--- src/rtl/assert_macros.svh ---
// ----------------------------------------------------------------------------
// Assertion macros
// Shared forms for concurrent checks, clocked on clk and held off in reset.
// ----------------------------------------------------------------------------
`ifndef ASSERT_MACROS_SVH
`define ASSERT_MACROS_SVH

// expression must hold at every clock edge
`define ASSERT_ALWAYS(label, expr, msg) \
	label: assert property (@(posedge clk) disable iff (!arst_n) (expr)) else $error(msg);

// consequent must hold in the same cycle as the antecedent
`define ASSERT_IMPLIES(label, ante, cons, msg) \
	label: assert property (@(posedge clk) disable iff (!arst_n) (ante) |-> (cons)) \
		else $error(msg);

// consequent must hold in the cycle after the antecedent
`define ASSERT_NEXT(label, ante, cons, msg) \
	label: assert property (@(posedge clk) disable iff (!arst_n) (ante) |=> (cons)) \
		else $error(msg);

`endif

--- src/rtl/srpwm_pkg.sv ---
// ----------------------------------------------------------------------------
// srpwm_pkg
// Types and constants shared by the shift-register PWM LED driver.
// ----------------------------------------------------------------------------
package srpwm_pkg;

	// request kinds carried in s_tuser
	typedef enum logic [1:0] {
		KIND_LOAD  = 2'd0,
		KIND_LEVEL = 2'd1,
		KIND_BAR   = 2'd2
	} kind_t;

	typedef enum logic [1:0] {
		ST_IDLE,
		ST_DIV,
		ST_SHIFT
	} state_t;

	localparam int DUTY_W  = 8;
	localparam int BAR_W   = 5;
	localparam int CHAN_W  = 4;
	localparam int LVL_W   = 9;
	localparam int IDX_W   = 8;
	// divider operand widths: index*255 and the level count
	localparam int NUM_W   = 16;
	localparam int DEN_W   = 9;
	// wide enough for any channel number or count up to 64
	localparam int CNT_W   = 7;

	localparam logic [LVL_W-1:0] LEVELS_RST = 9'd64;
	localparam logic [LVL_W-1:0] LEVELS_MAX = 9'd256;

	// register byte addresses
	localparam logic [2:0] ADDR_LEVELS = 3'd0;

	// control broadcast to every cell of the chain
	typedef struct packed {
		logic              capture;
		logic              shift;
		logic              use_bar;
		logic              from_bottom;
		logic [BAR_W-1:0]  bar;
		logic [NUM_W-1:0]  thr;
	} ctl_t;

endpackage

--- src/rtl/shift_register_pwm_led_driver_top.sv ---
// ----------------------------------------------------------------------------
// shift_register_pwm_led_driver_top
// Multi-channel LED dimmer feeding a serial shift-register chain.
// ----------------------------------------------------------------------------
// A load request stores one channel's duty and leaves the block idle. A
// level-step request divides level_index*255 by the level count in a
// bit-serial divider, then shifts CHANNELS bits out, highest channel first,
// with tlast on channel 0. A bar request skips the divider and shifts its
// frame out directly. The frame is held in a row of per-channel cells that
// shift one place per accepted output, so one request is handled at a time.
module shift_register_pwm_led_driver_top
	import srpwm_pkg::*;
#(
	parameter int CHANNELS = 16
)
(
	input  logic        clk,
	input  logic        arst_n,
	// request stream
	input  logic        s_tvalid,
	output logic        s_tready,
	input  logic [23:0] s_tdata,  // channel[3:0], duty[11:4], bar_count[16:12],
	                              // from_bottom[17], zero[23:18]
	input  logic [1:0]  s_tuser,  // kind[1:0]
	// bit stream
	output logic        m_tvalid,
	input  logic        m_tready,
	output logic [7:0]  m_tdata,  // serial_bit[0], bit_channel[4:1], zero[7:5]
	output logic        m_tlast,  // latch
	// configuration
	input  logic        psel,
	input  logic        penable,
	input  logic        pwrite,
	input  logic [2:0]  paddr,
	input  logic [31:0] pwdata,
	output logic [31:0] prdata,
	output logic        pready
);

	`include "assert_macros.svh"

	localparam int CH_W = (CHANNELS > 1) ? $clog2(CHANNELS) : 1;
	localparam logic [CH_W-1:0] CH_LAST = CH_W'(CHANNELS - 1);

	state_t            state_q, state_d;
	logic [LVL_W-1:0]  levels_q;
	logic [IDX_W-1:0]  level_idx_q;
	logic [CH_W-1:0]   ch_q;

	kind_t             in_kind;
	logic [CHAN_W-1:0] in_channel;
	logic [DUTY_W-1:0] in_duty;
	logic [BAR_W-1:0]  in_bar;
	logic              in_from_bottom;
	logic              in_acc;
	logic              out_acc;
	logic              load_acc;

	logic [DEN_W-1:0]  eff_levels;
	logic [NUM_W-1:0]  thr_num;
	logic [NUM_W-1:0]  mod_num;
	logic              div_start;
	logic              thr_busy, thr_done, mod_busy, mod_done;
	logic [NUM_W-1:0]  thr_quo, mod_quo;
	logic [DEN_W-1:0]  thr_rem, mod_rem;

	ctl_t              ctl;
	logic [CHANNELS:0] links;
	logic [CH_W+3:0]   ch_ext;

	assign in_kind        = kind_t'(s_tuser);
	assign in_channel     = s_tdata[3:0];
	assign in_duty        = s_tdata[11:4];
	assign in_bar         = s_tdata[16:12];
	assign in_from_bottom = s_tdata[17];

	assign in_acc   = s_tvalid && s_tready;
	assign out_acc  = m_tvalid && m_tready;
	assign load_acc = in_acc && (in_kind == KIND_LOAD);

	// configuration port
	assign pready = 1'b1;

	always_ff @(posedge clk or negedge arst_n) begin
		if (!arst_n) begin
			levels_q <= LEVELS_RST;
		end else if (psel && penable && pwrite && pready && paddr[2] == ADDR_LEVELS[2]) begin
			levels_q <= pwdata[LVL_W-1:0];
		end
	end

	always_comb begin
		prdata = '0;
		if (paddr[2] == ADDR_LEVELS[2]) begin
			prdata = {{(32-LVL_W){1'b0}}, levels_q};
		end
	end

	// clamp the level count to 1..256
	always_comb begin
		priority if (levels_q == '0) begin
			eff_levels = DEN_W'(1);
		end else if (levels_q > LEVELS_MAX) begin
			eff_levels = LEVELS_MAX;
		end else begin
			eff_levels = levels_q;
		end
		// index*255 as index*256 - index
		thr_num = {level_idx_q, 8'd0} - {8'd0, level_idx_q};
		mod_num = {8'd0, level_idx_q} + NUM_W'(1);
	end

	srpwm_div u_thr_div (
		.clk    (clk),
		.arst_n (arst_n),
		.start  (div_start),
		.num    (thr_num),
		.den    (eff_levels),
		.busy   (thr_busy),
		.done   (thr_done),
		.quo    (thr_quo),
		.rem    (thr_rem)
	);

	srpwm_div u_mod_div (
		.clk    (clk),
		.arst_n (arst_n),
		.start  (div_start),
		.num    (mod_num),
		.den    (eff_levels),
		.busy   (mod_busy),
		.done   (mod_done),
		.quo    (mod_quo),
		.rem    (mod_rem)
	);

	// next state
	always_comb begin
		state_d = state_q;
		unique case (state_q)
			ST_IDLE: begin
				if (in_acc) begin
					unique case (in_kind)
						KIND_LEVEL: state_d = ST_DIV;
						KIND_BAR:   state_d = ST_SHIFT;
						default:    state_d = ST_IDLE;
					endcase
				end
			end
			ST_DIV: begin
				if (thr_done) begin
					state_d = ST_SHIFT;
				end
			end
			ST_SHIFT: begin
				if (out_acc && ch_q == '0) begin
					state_d = ST_IDLE;
				end
			end
			default: state_d = ST_IDLE;
		endcase
	end

	// outputs of the sequencer
	always_comb begin
		s_tready        = (state_q == ST_IDLE);
		m_tvalid        = (state_q == ST_SHIFT);
		div_start       = in_acc && (in_kind == KIND_LEVEL);
		ctl.capture     = 1'b0;
		ctl.use_bar     = 1'b0;
		ctl.shift       = out_acc;
		ctl.from_bottom = in_from_bottom;
		ctl.bar         = in_bar;
		ctl.thr         = thr_quo;
		unique case (state_q)
			ST_IDLE: begin
				if (in_acc && in_kind == KIND_BAR) begin
					ctl.capture = 1'b1;
					ctl.use_bar = 1'b1;
				end
			end
			ST_DIV: begin
				ctl.capture = thr_done;
			end
			default: begin
				ctl.capture = 1'b0;
			end
		endcase
	end

	always_ff @(posedge clk or negedge arst_n) begin
		if (!arst_n) begin
			state_q     <= ST_IDLE;
			level_idx_q <= '0;
			ch_q        <= '0;
		end else begin
			state_q <= state_d;
			if (ctl.capture) begin
				ch_q <= CH_LAST;
			end else if (out_acc) begin
				ch_q <= ch_q - 1'b1;
			end
			// remainder is below the level count, so it fits the index
			if (state_q == ST_DIV && mod_done) begin
				level_idx_q <= mod_rem[IDX_W-1:0];
			end
		end
	end

	// channel cells; bits move toward the top cell, which drives the output
	assign links[0] = 1'b0;

	for (genvar g = 0; g < CHANNELS; g++) begin : g_cell
		srpwm_cell #(
			.IDX      (g),
			.CHANNELS (CHANNELS)
		) u_cell (
			.clk      (clk),
			.arst_n   (arst_n),
			.ctl      (ctl),
			.wr_en    (load_acc && ({{(CNT_W-CHAN_W){1'b0}}, in_channel} == CNT_W'(g))),
			.wr_duty  (in_duty),
			.shift_in (links[g]),
			.bit_out  (links[g+1])
		);
	end

	assign ch_ext   = {4'd0, ch_q};
	assign m_tdata  = {3'd0, ch_ext[3:0], links[CHANNELS]};
	assign m_tlast  = (ch_q == '0);

	`ASSERT_ALWAYS(a_one_side_open, !(s_tready && m_tvalid), "input and output open together")
	`ASSERT_NEXT(a_frame_closes, out_acc && m_tlast, !m_tvalid, "frame continues after latch bit")
	`ASSERT_IMPLIES(a_div_in_step, thr_done, mod_done && !thr_busy && !mod_busy,
		"threshold and index dividers out of step")
	`ASSERT_NEXT(a_div_to_frame, state_q == ST_DIV && thr_done, m_tvalid && ch_q == CH_LAST,
		"frame does not start at the top channel")
	`ASSERT_IMPLIES(a_div_ranges, thr_done,
		thr_rem < eff_levels && mod_quo <= NUM_W'(LEVELS_MAX),
		"divider result out of range")

endmodule

--- src/rtl/srpwm_div.sv ---
// ----------------------------------------------------------------------------
// srpwm_div
// Restoring divider, one quotient bit per cycle, with remainder.
// ----------------------------------------------------------------------------
module srpwm_div
	import srpwm_pkg::*;
(
	input  logic             clk,
	input  logic             arst_n,
	input  logic             start,
	input  logic [NUM_W-1:0] num,
	input  logic [DEN_W-1:0] den,
	output logic             busy,
	output logic             done,
	output logic [NUM_W-1:0] quo,
	output logic [DEN_W-1:0] rem
);

	localparam int CW = $clog2(NUM_W + 1);

	logic [NUM_W-1:0] num_q;
	logic [DEN_W-1:0] den_q;
	logic [DEN_W-1:0] rem_q;
	logic [CW-1:0]    cnt_q;
	logic             busy_q;
	logic             done_q;
	logic [DEN_W:0]   trial;
	logic             fits;
	logic [DEN_W:0]   diff;

	always_comb begin
		trial = {rem_q, num_q[NUM_W-1]};
		fits  = trial >= {1'b0, den_q};
		diff  = trial - {1'b0, den_q};
	end

	always_ff @(posedge clk or negedge arst_n) begin
		if (!arst_n) begin
			busy_q <= 1'b0;
			done_q <= 1'b0;
			cnt_q  <= '0;
		end else begin
			done_q <= 1'b0;
			if (start) begin
				busy_q <= 1'b1;
				cnt_q  <= CW'(NUM_W);
			end else if (busy_q) begin
				cnt_q <= cnt_q - 1'b1;
				if (cnt_q == CW'(1)) begin
					busy_q <= 1'b0;
					done_q <= 1'b1;
				end
			end
		end
	end

	always_ff @(posedge clk) begin
		if (start) begin
			num_q <= num;
			den_q <= den;
			rem_q <= '0;
		end else if (busy_q) begin
			// remainder stays below the divisor, so the top bit drops
			rem_q <= fits ? diff[DEN_W-1:0] : trial[DEN_W-1:0];
			num_q <= {num_q[NUM_W-2:0], fits};
		end
	end

	assign busy = busy_q;
	assign done = done_q;
	assign quo  = num_q;
	assign rem  = rem_q;

endmodule

--- src/rtl/srpwm_cell.sv ---
// ----------------------------------------------------------------------------
// srpwm_cell
// One channel: holds its duty, decides its bit and passes it up the chain.
// ----------------------------------------------------------------------------
module srpwm_cell
	import srpwm_pkg::*;
#(
	parameter int IDX      = 0,
	parameter int CHANNELS = 16
)
(
	input  logic              clk,
	input  logic              arst_n,
	input  ctl_t              ctl,
	input  logic              wr_en,
	input  logic [DUTY_W-1:0] wr_duty,
	input  logic              shift_in,
	output logic              bit_out
);

	localparam logic [CNT_W-1:0] IDX_C = CNT_W'(IDX);
	localparam logic [CNT_W-1:0] REM_C = CNT_W'(CHANNELS - IDX);

	logic [DUTY_W-1:0] duty_q;
	logic              bit_q;
	logic [CNT_W-1:0]  bar_ext;
	logic              lit_bar;
	logic              lit_pwm;

	always_comb begin
		bar_ext = {{(CNT_W-BAR_W){1'b0}}, ctl.bar};
		lit_bar = ctl.from_bottom ? (bar_ext > IDX_C) : (REM_C <= bar_ext);
		lit_pwm = {{(NUM_W-DUTY_W){1'b0}}, duty_q} > ctl.thr;
	end

	always_ff @(posedge clk or negedge arst_n) begin
		if (!arst_n) begin
			duty_q <= '0;
			bit_q  <= 1'b0;
		end else begin
			if (wr_en) begin
				duty_q <= wr_duty;
			end
			if (ctl.capture) begin
				bit_q <= ctl.use_bar ? lit_bar : lit_pwm;
			end else if (ctl.shift) begin
				bit_q <= shift_in;
			end
		end
	end

	assign bit_out = bit_q;

endmodule

--- config.mk ---
export PLATFORM = sky130hd
export DESIGN_NAME = shift_register_pwm_led_driver_top
export DESIGN_NICKNAME = d
export VERILOG_FILES = /design/src/rtl/srpwm_pkg.sv /design/src/rtl/shift_register_pwm_led_driver_top.sv /design/src/rtl/srpwm_div.sv /design/src/rtl/srpwm_cell.sv
export VERILOG_INCLUDE_DIRS = /design/src /design/src/rtl
export SDC_FILE = /design/constraint.sdc
export NUM_CORES = 1
export LEC_CHECK = 0
export BUFFER_PORTS_ARGS = -buffer_cell sky130_fd_sc_hd__buf_2
export CELL_PAD_IN_SITES_DETAIL_PLACEMENT = 0
export CELL_PAD_IN_SITES_GLOBAL_PLACEMENT = 2
export CORE_MARGIN = 3
export CORE_UTILIZATION = 37
export DETAILED_ROUTE_END_ITERATION = 6
export PLACE_DENSITY = 0.77
export SLEW_MARGIN = 20
export SYNTH_ARGS = -nofsm -noshare
export SYNTH_HDL_FRONTEND = slang
export SYNTH_SLANG_ARGS = --single-unit
--- constraint.sdc ---
create_clock -name clk -period 2.1 [get_ports clk]
set_input_delay 0.105 -clock clk [delete_from_list [all_inputs] [get_ports clk]]
set_output_delay 0.105 -clock clk [all_outputs]
set_load 0.005 [all_outputs]
---- Yosys cells after proc, flatten, opt, wreduce, memory -nomap -nowiden ----
Index checks and enable logic that the tools add are counted.
W data, S select, Z words.
storage, ports and cells
  input port bits ......................... 68
  logic and storage cells ................. 265
  output and inout port bits .............. 44
  register bits after elaboration ......... 240
operators by class
  equal/unequal tests ..................... 24
  bitwise logic cells ..................... 1
  muxes and demuxes ....................... 98
  order comparisons ....................... 51
  $add $sub $neg .......................... 7
  reductions and logical operators ........ 36
operator list
  operator               count
  $gt A8 B16 Y1          16
  $mux W1                78
  $mux W16               4
  $gt A5 B4 Y1 const B   8
  $le A4 B5 Y1 const A   8
  $mux W9                4
  $eq A4 B4 Y1 const B   8
  $logic_and A1 B1 Y1    26
  $ge A10 B9 Y1          2
  $gt A5 B3 Y1 const B   4
  $le A3 B5 Y1 const A   4
  $mux W5                4
  $sub A9 B9 Y9          2
  $eq A4 B3 Y1 const B   4
  $sub A16 B8 Y16        1
  $eq A5 B1 Y1 const B   2
  $gt A5 B1 Y1 const B   2
  $gt A5 B2 Y1 const B   2
  $le A2 B5 Y1 const A   2
  $sub A5 B1 Y5 const B  2
  $add A8 B1 Y9 const B  1
  $gt A9 B9 Y1 const B   1
  $logic_not A9 Y1       1
  $eq A4 B2 Y1 const B   2
  18 further kinds       29

---- Depth between registers and ports, before layout ----
Gate-level depths: netlist of run 1.
  depth in word-level cells ............... 7
  mapped depth ............................ 11
  depth with buffers taken out ............ 10

---- Hierarchy ----
Synthesis of run 1 repeated with hierarchy kept, for this count alone.
unflattened totals
  cells, all modules ...................... 1485
  area total of the unflattened synthesis .. 15650.0 µm²
modules (own cells, without submodules)
  module                               cells an instance  sequential area each (µm²)  area an instance (µm²)  times used
  srpwm_div                            181                1106.1                      2132.0                  2
  shift_register_pwm_led_driver_top    206                576.8                       1893.1                  1
  srpwm_cell at g_cell[0].u_cell ...   56                 225.2                       606.8                   2
  srpwm_cell at g_cell[11].u_cell ...  57                 225.2                       588.1                   2
  srpwm_cell at g_cell[1].u_cell ...   57                 225.2                       586.8                   2
  srpwm_cell at g_cell[12].u_cell ...  58                 225.2                       585.6                   2
  srpwm_cell at g_cell[3].u_cell ...   57                 225.2                       583.1                   2
  srpwm_cell at g_cell[9].u_cell       59                 225.2                       620.6                   1
  srpwm_cell at g_cell[10].u_cell      59                 225.2                       601.8                   1
  srpwm_cell at g_cell[15].u_cell      57                 225.2                       601.8                   1
  srpwm_cell at g_cell[5].u_cell       57                 225.2                       590.6                   1
  srpwm_cell at g_cell[13].u_cell      57                 225.2                       589.3                   1
  srpwm_cell at g_cell[2].u_cell       58                 225.2                       588.1                   1

---- Least setup slack after synthesis of run 1 ----
OpenSTA, ideal clock, no wires.
  path kind ............................... reg-to-reg
  from .................................... register u_thr_div.num_q[15], in the netlist u_thr_div.quo[15]
  to ...................................... register u_thr_div.rem_q[0], in the netlist u_thr_div.rem[0]
  clock period less this slack ............ 2.341 ns
  cell stages (with the launch flop) ...... 12
  slack ................................... -0.241 ns
  library setup time ...................... 0.070 ns
  arrival ................................. 2.271 ns
  buffers on the path ..................... 1
  required time ........................... 2.030 ns
  cell sequence ........................... edfxtp_1 inv_1 ha_1 inv_1 fa_1 a21oi_1 o211ai_1 a31oi_1 a31oi_1 buf_2 mux2_1 a21oi_1
between the ends
  cells in the longest elaborated chain, start to end .. 2
  elaborated cells between the ends (all ways) .. 3
  those cells by class .................... add/sub (1); order compare (1); mux (1)
ends and longest elaborated chain
  element                                         RTL line                          RTL
  from (decl)                                     srpwm_div.sv:21                   logic [NUM_W-1:0] num_q;
  from (signal assigned)                          srpwm_div.sv:59                   num_q <= num;
  from (signal assigned)                          srpwm_div.sv:65                   num_q <= {num_q[NUM_W-2:0], fits};
  $sub A9 B9 Y9 or $ge A10 B9 Y1 (tied branches)  srpwm_div.sv:34, srpwm_div.sv:33
  $mux W9 *                                       srpwm_div.sv:64                   rem_q <= fits ? diff[DEN_W-1:0] : trial[DEN_W-1:0];
  to (signal assigned)                            srpwm_div.sv:64
  to (decl)                                       srpwm_div.sv:23                   logic [DEN_W-1:0] rem_q;
Every way passes the cells marked *; elsewhere a longest branch is shown, timed or not.
A chain may end at the register's enable or synchronous reset.

==> results.yml, run 1 <==
status:
  status: "finished with violations"
  violations: "setup timing"
synthesis:
  synth.cell_area_um2: 14100
  synthCells: 1299
  avgSynthCellArea_um2: 10.9
  synth_edf_count: 41
  synthDistinctLibCells: 70
  yosysWarnings: 0
  ys_async_sr_fraction: 0.754
  ys.flop_type: "dfrtp_1"
  synth_seq_cells: 240
  seq_area_frac_synth: 0.433
critical_path:
  crit_family: "compound AO/OA/AOI/OAI gates"
  crit_type: "flop to flop"
  path_max_fanout: 4
  worst_ep_arrival_time_ps: 2730
  cp_num_buf_inv: 3
  rr_startpoint: "u_mod_div.den_q[0]"
  slowest_stage: "edfxtp_1"
  slowest_delay_ps: 420
  startpoint: "u_mod_div.den_q[0]"
  cp_cell_sequence: "buf_4 -> ha_4 -> inv_2 -> fa_2 -> a21oi_2 -> o211ai_1 -> a31oi_2 -> a31oi_4 -> buf_6 -> mux2i_1 -> a21oi_1"
  reg2reg_slack_ps: -200
  required_ps: 2530
  worst_setup_path_start_kind: "flop"
  cp-end-kind: "flop"
clock_tree:
  cts.sinks: 240
  cts_made_buffers: 29
  clk_latency_ps: 560
  tritoncts: "yes"
  cts_buffer_depth: 3
  clk_pin_slew_ps: 60
  clockRootBuffer: "clkbuf_16"
  h-tree-depth: 1
detailed_routing:
  vias_per_cell: 5.09
  drc: 0
  post_drt_wl_per_cell_um: 18.4
  num_vias: 10100
  drt-initial-drc-count: 435
  dr.pass1.iters: 4
  postRouteAntennaNets: 0
  wl_mm: 36.4
global_route:
  grt_max_degree: 59
  grt_use_met1: 0.246
  gr-total-overflow: 0
  grt.busiest_layer: "met2"
  grt_pass1_vias: 10200
  grtUsageTotal: 0.180
  antenna_found_initial: 0
  use_met2: 0.305
  grt_pass1_wl_mm: 58.4
  grt_util_met3: 0.0252
finish:
  drive_gt1_frac: 0.274
  multi_input_area_um2: 7680
  diodes: 0
  seq_area_um2: 6120
  syn_to_final_growth_pct: 20.6
  fill_cells: 3524
  nets: 1686
  final_common_cell: "dfrtp_1"
  final_cell_mix: "dfrtp_1, ha_1, mux2_2"
floorplanning:
  dieWidth_um: 201
  die_h_um: 201
  core-area_um2: 37100
  ios: 112
  dieArea_um2: 40600
  row_count: 70
  start_util: 0.381
timing:
  layout_min_cycle_time_ps: 2300
  hold_viol_final: 0
  finalSetupTns_ps: -1840
  whs_ps: 47.4
  slew_violations: 0
  max_slew_margin: 0.636
  post-route-period-util: 1.10
  finalClockSkew_ps: 13.9
  rsz0062_at_grt: "yes"
  worst_slack_ps: -204
  worst_pin_slew_ps: 546
  fmax_ghz: 0.434
  setup_viol: 16
power_and_ir_drop:
  p_per_area_nw_per_um2: 1320
  total_power_w: 0.0225
  ir_worst_vdd_mv: 0.678
  p_leak_nw: 8.38
min_path:
  hold_start: "s_tdata[4]"
  min_path_type: "input port to flop"
job:
  maxCapViolCount: 0
placement:
  port_buffers: 53
  gp_congestion: 0.807
  hpwl_mm: 25.9
-- cell families (layout without fill, tap and decap cells) --
logic type,count (synthesis),in the layout,synth area share
other cells,2,27,0.000531
xor+xnor,35,35,0.0217
compound gates,272,272,0.117
buf+inv,125,281,0.0414
fa+ha+maj,158,158,0.141
mux,164,164,0.129
simple gates,303,304,0.116
flops,240,240,0.433
-- synth_stat cells (all sizes together), types with 23 or more instances --
cell / count / area (µm²)
nand2b: 23 / 151
edfxtp: 41 / 1230
nand4: 34 / 213
buf: 37 / 255
o21ai: 89 / 445
nor2b: 31 / 194
dfrtp: 180 / 4500
a21oi: 75 / 375
a21o: 46 / 345
ha: 156 / 1950
mux2: 144 / 1620
nor2: 40 / 163
inv: 51 / 191
clkbuf: 35 / 131
nand2: 96 / 370
xnor2: 24 / 210
-- worst paths after layout --
kind                                                to  cells after the start
setup / recovery                      u_thr_div.rem[5]                     11
hold / removal             g_cell[15].u_cell.duty_q[0]                      3
setup reg to reg                      u_thr_div.rem[5]                     11
hold reg to reg                       u_mod_div.rem[8]                      2
max in group asynchronous  g_cell[15].u_cell.duty_q[4]                      3
min in group asynchronous                      ch_q[2]                      2
-- worst reg2reg max path, delay by kind of cell, from the launching register on --
kind	cells	cell delay, ps
AO/OA/AOI/OAI	5	840
adder cells (fa/ha/maj)	2	350
buffers and inverters	3	390
flip-flops	1	420
multiplexers	1	190
-- routing by layer --
| layer | share of wire | vias to the layer above |
|---|---|---|
| met4 | 0.020 | 0 |
| met5 | 0 | - |
| li1 | - | 4981 |
| met3 | 0.032 | 51 |
| met2 | 0.47 | 137 |
| met1 | 0.47 | 4943 |
-- area by class of cell --
type / count / area share
Clock buffer: 40 / 0.0510
Clock inverter: 12 / 0.00639
Inverter: 53 / 0.0117
Multi-Input combinational cell: 960 / 0.451
Sequential cell: 240 / 0.359
Tap cell: 504 / 0.0370
Timing Repair Buffer: 176 / 0.0840
-- timing repair --
action,CTS,global route
buffers inserted,7,6
hold endpoints to repair,190,0
endpoints found under the setup margin,19,40
cloned,1,0
gates resized for setup,16,27
hold buffers,11,0
pin swaps,18,27
-- registers in the layout, indices dropped and copies added, names as in the netlist, 2 cells and up --
signal	flops
state_q	2
u_mod_div.den_q	9
ch_q	4
u_thr_div.rem	9
level_idx_q	8
u_mod_div.cnt_q	5
u_thr_div.cnt_q	5
u_mod_div.quo	16
g_cell.u_cell.bit_out	16
u_mod_div.rem	9
levels_q	9
u_thr_div.quo	16
g_cell.u_cell.duty_q	128
-- stage by stage --
stage / util / worst slack [ps] / instances / instance area [µm²]
floorplan: - / -120 / 1324 / 14300
global placement: 0.424 / -210 / 1912 / 15700
detailed placement: 0.424 / -341 / 1912 / 15700
CTS: 0.456 / -224 / 1982 / 16900
global route: 0.459 / -313 / 1985 / 17000
finish: 0.459 / -204 / 1985 / 17000
-- where the power goes --
part | leakage (nW) | switching, W | internal [W]
registers | 2.93 | 0.000910 | 0.00631
logic | 4.95 | 0.00529 | 0.00493
clock network | 0.494 | 0.00199 | 0.00311
total | 8.38 | 0.00819 | 0.0143
Note: power is estimated with default switching activity, not from simulation.
==> run 2, diff against run 1 <==
--- a/config.mk
+++ b/config.mk
@@ -17,3 +17,4 @@
 export SYNTH_ARGS = -nofsm -noshare
 export SYNTH_HDL_FRONTEND = slang
 export SYNTH_SLANG_ARGS = --single-unit
+export TNS_END_PERCENT = 50
==> run 2 against run 1 <==
Effect of this change: the run still ends with setup timing left; count of clock-buffer cells in the layout decreased by 2; cell area increased by 0.11%; sequential power barely moved; worst hold slack gained 15 ps; via count decreased by 0.62%; wire length shrank 1.9%; sequential share of layout area hardly changed; clock skew up 3.7 ps; critical path depth did not move; critical endpoint is now u_thr_div.rem[6]; largest cell class unchanged; largest power group unchanged.
==> results.yml, run 2 (synthesized netlist as in run 1, its figures left out) <==
finish:
  final_cells: 1983
  seq_area_um2: 6120
  largest_reg_flops: 128
  nets: 1682
  fill_cells: 3573
  final_cell_mix: "dfrtp_1, ha_1, mux2_2"
  final_common_cell: "dfrtp_1"
  diodes: 0
  drive_gt1_frac: 0.279
  multi_input_area_um2: 7700
  largest-register: "g_cell.u_cell.duty_q"
  syn_to_final_growth_pct: 20.7
critical_path:
  worst_ep_arrival_time_ps: 2620
  cp_cell_sequence: "inv_2 -> ha_4 -> inv_2 -> fa_2 -> a21oi_2 -> o211ai_1 -> a31oi_2 -> a31oi_4 -> buf_4 -> mux2i_1 -> a21oi_1"
  r2r-end: "u_thr_div.rem[6]"
  crit_family: "compound AO/OA/AOI/OAI gates"
  cp-end-kind: "flop"
  required_ps: 2540
  crit_type: "flop to flop"
  reg2reg_slack_ps: -80
  rr_startpoint: "u_thr_div.quo[15]"
  cp_common_cell: "inv_2"
  slowest_stage: "edfxtp_1"
  worst_setup_path_start_kind: "flop"
  path_max_fanout: 4
  cp_num_buf_inv: 3
  r2r_cells: 11
  slowest_delay_ps: 420
timing:
  whs_ps: 62.0
  setup_viol: 14
  worst_slack_ps: -82.4
  worst_pin_slew_ps: 567
  max_slew_margin: 0.622
  rsz0062_at_grt: "yes"
  hold_viol_final: 0
  finalClockSkew_ps: 17.6
  fmax_ghz: 0.458
  layout_min_cycle_time_ps: 2180
  post-route-period-util: 1.04
  slew_violations: 0
power_and_ir_drop:
  ir_worst_vdd_mv: 0.669
  total_power_w: 0.0225
  p_leak_nw: 8.36
  p_per_area_nw_per_um2: 1320
min_path:
  hold_start: "s_tdata[16]"
  min_path_type: "input port to flop"
  whs_path_depth: 3
  hold_end: "g_cell[10].u_cell.bit_out"
clock_tree:
  cts_buffer_depth: 3
  clk_pin_slew_ps: 60
  clockRootBuffer: "clkbuf_16"
  cts_made_buffers: 30
  cts.sinks: 240
  clk_latency_ps: 560
  tritoncts: "yes"
  h-tree-depth: 1
global_route:
  grt_max_degree: 56
  antenna_found_initial: 0
  grt_pass1_vias: 10000
  grtUsageTotal: 0.176
  gr-total-overflow: 0
  grt_pass1_wl_mm: 57.1
placement:
  placed_cells: 1911
  hpwl_mm: 24.9
  gp_congestion: 0.771
  port_buffers: 53
  place_ws_ps: -290
floorplanning:
  dieWidth_um: 201
  row_count: 70
  core-area_um2: 37100
  start_util: 0.381
  ios: 112
  dieArea_um2: 40600
  die_h_um: 201
status:
  status: "finished with violations"
  violations: "setup timing"
job:
  maxCapViolCount: 0
detailed_routing:
  num_vias: 10000
  wl_mm: 35.8
  dr.pass1.iters: 4
  postRouteAntennaNets: 0
  post_drt_wl_per_cell_um: 18.0
  vias_per_cell: 5.07
  drc: 0
  drt-initial-drc-count: 491
[run 2: where the power goes]
part	switching [W]	internal, W	leakage [nW]
Clock	0.00210	0.00319	0.511
Sequential	0.000906	0.00631	2.93
Combinational	0.00518	0.00479	4.92
[run 2: tightest hold or removal path, delay by kind of cell]
| family | cells | cell delay [ps] |
|---|---|---|
| AOI/OAI and AO/OA | 2 | 280 |
| buffers and inverters | 1 | 200 |
[run 2: how the worst max path moves through the flow]
stage / start / to / slack [ps] / depth (start not counted)
after floorplan: u_thr_div.quo[15] / u_thr_div.rem[0] / -120 / 11
after global placement: u_thr_div.quo[15] / u_thr_div.rem[1] / -220 / 11
after detailed placement: u_thr_div.quo[15] / u_thr_div.rem[3] / -290 / 11
after CTS: u_thr_div.quo[15] / u_thr_div.rem[3] / -150 / 11
after global routing: u_mod_div.den_q[0] / u_thr_div.rem[3] / -220 / 11
final: u_thr_div.quo[15] / u_thr_div.rem[6] / -80 / 11
[run 2: repair_timing]
action | in CTS | in global routing
resized for setup | 26 | 21
hold buffers | 12 | 0
setup endpoints to repair | 25 | 78
buffers inserted | 5 | 3
cloned | 0 | 0
endpoints found under the hold margin | 145 | 0
pin swaps | 21 | 19
[run 2: layout make-up]
| cell class | count | share of cell area |
|---|---|---|
| Clock inverter | 17 | 0.00887 |
| Sequential cell | 240 | 0.359 |
| Tap cell | 504 | 0.0370 |
| Inverter | 53 | 0.0117 |
| Multi-Input combinational cell | 959 | 0.452 |
| Clock buffer | 38 | 0.0513 |
| Timing Repair Buffer | 172 | 0.0806 |
[run 2: through the flow]
step,util,TNS [ps],area [µm²]
finish,0.459,-696,17100
floorplan,-,-184,14200
global placement,0.423,-2340,15700
CTS,0.457,-1390,17000
global route,0.459,-2890,17100
detailed placement,0.423,-3080,15700
[run 2: per-layer routing]
| metal | routed length (µm) | share of wire | global-route usage |
|---|---|---|---|
| met1 | 16900 | 0.47 | 0.248 |
| met5 | 0 | 0 | 0 |
| met2 | 17000 | 0.48 | 0.297 |
| met3 | 1340 | 0.038 | 0.0238 |
| met4 | 477 | 0.013 | 0.0274 |
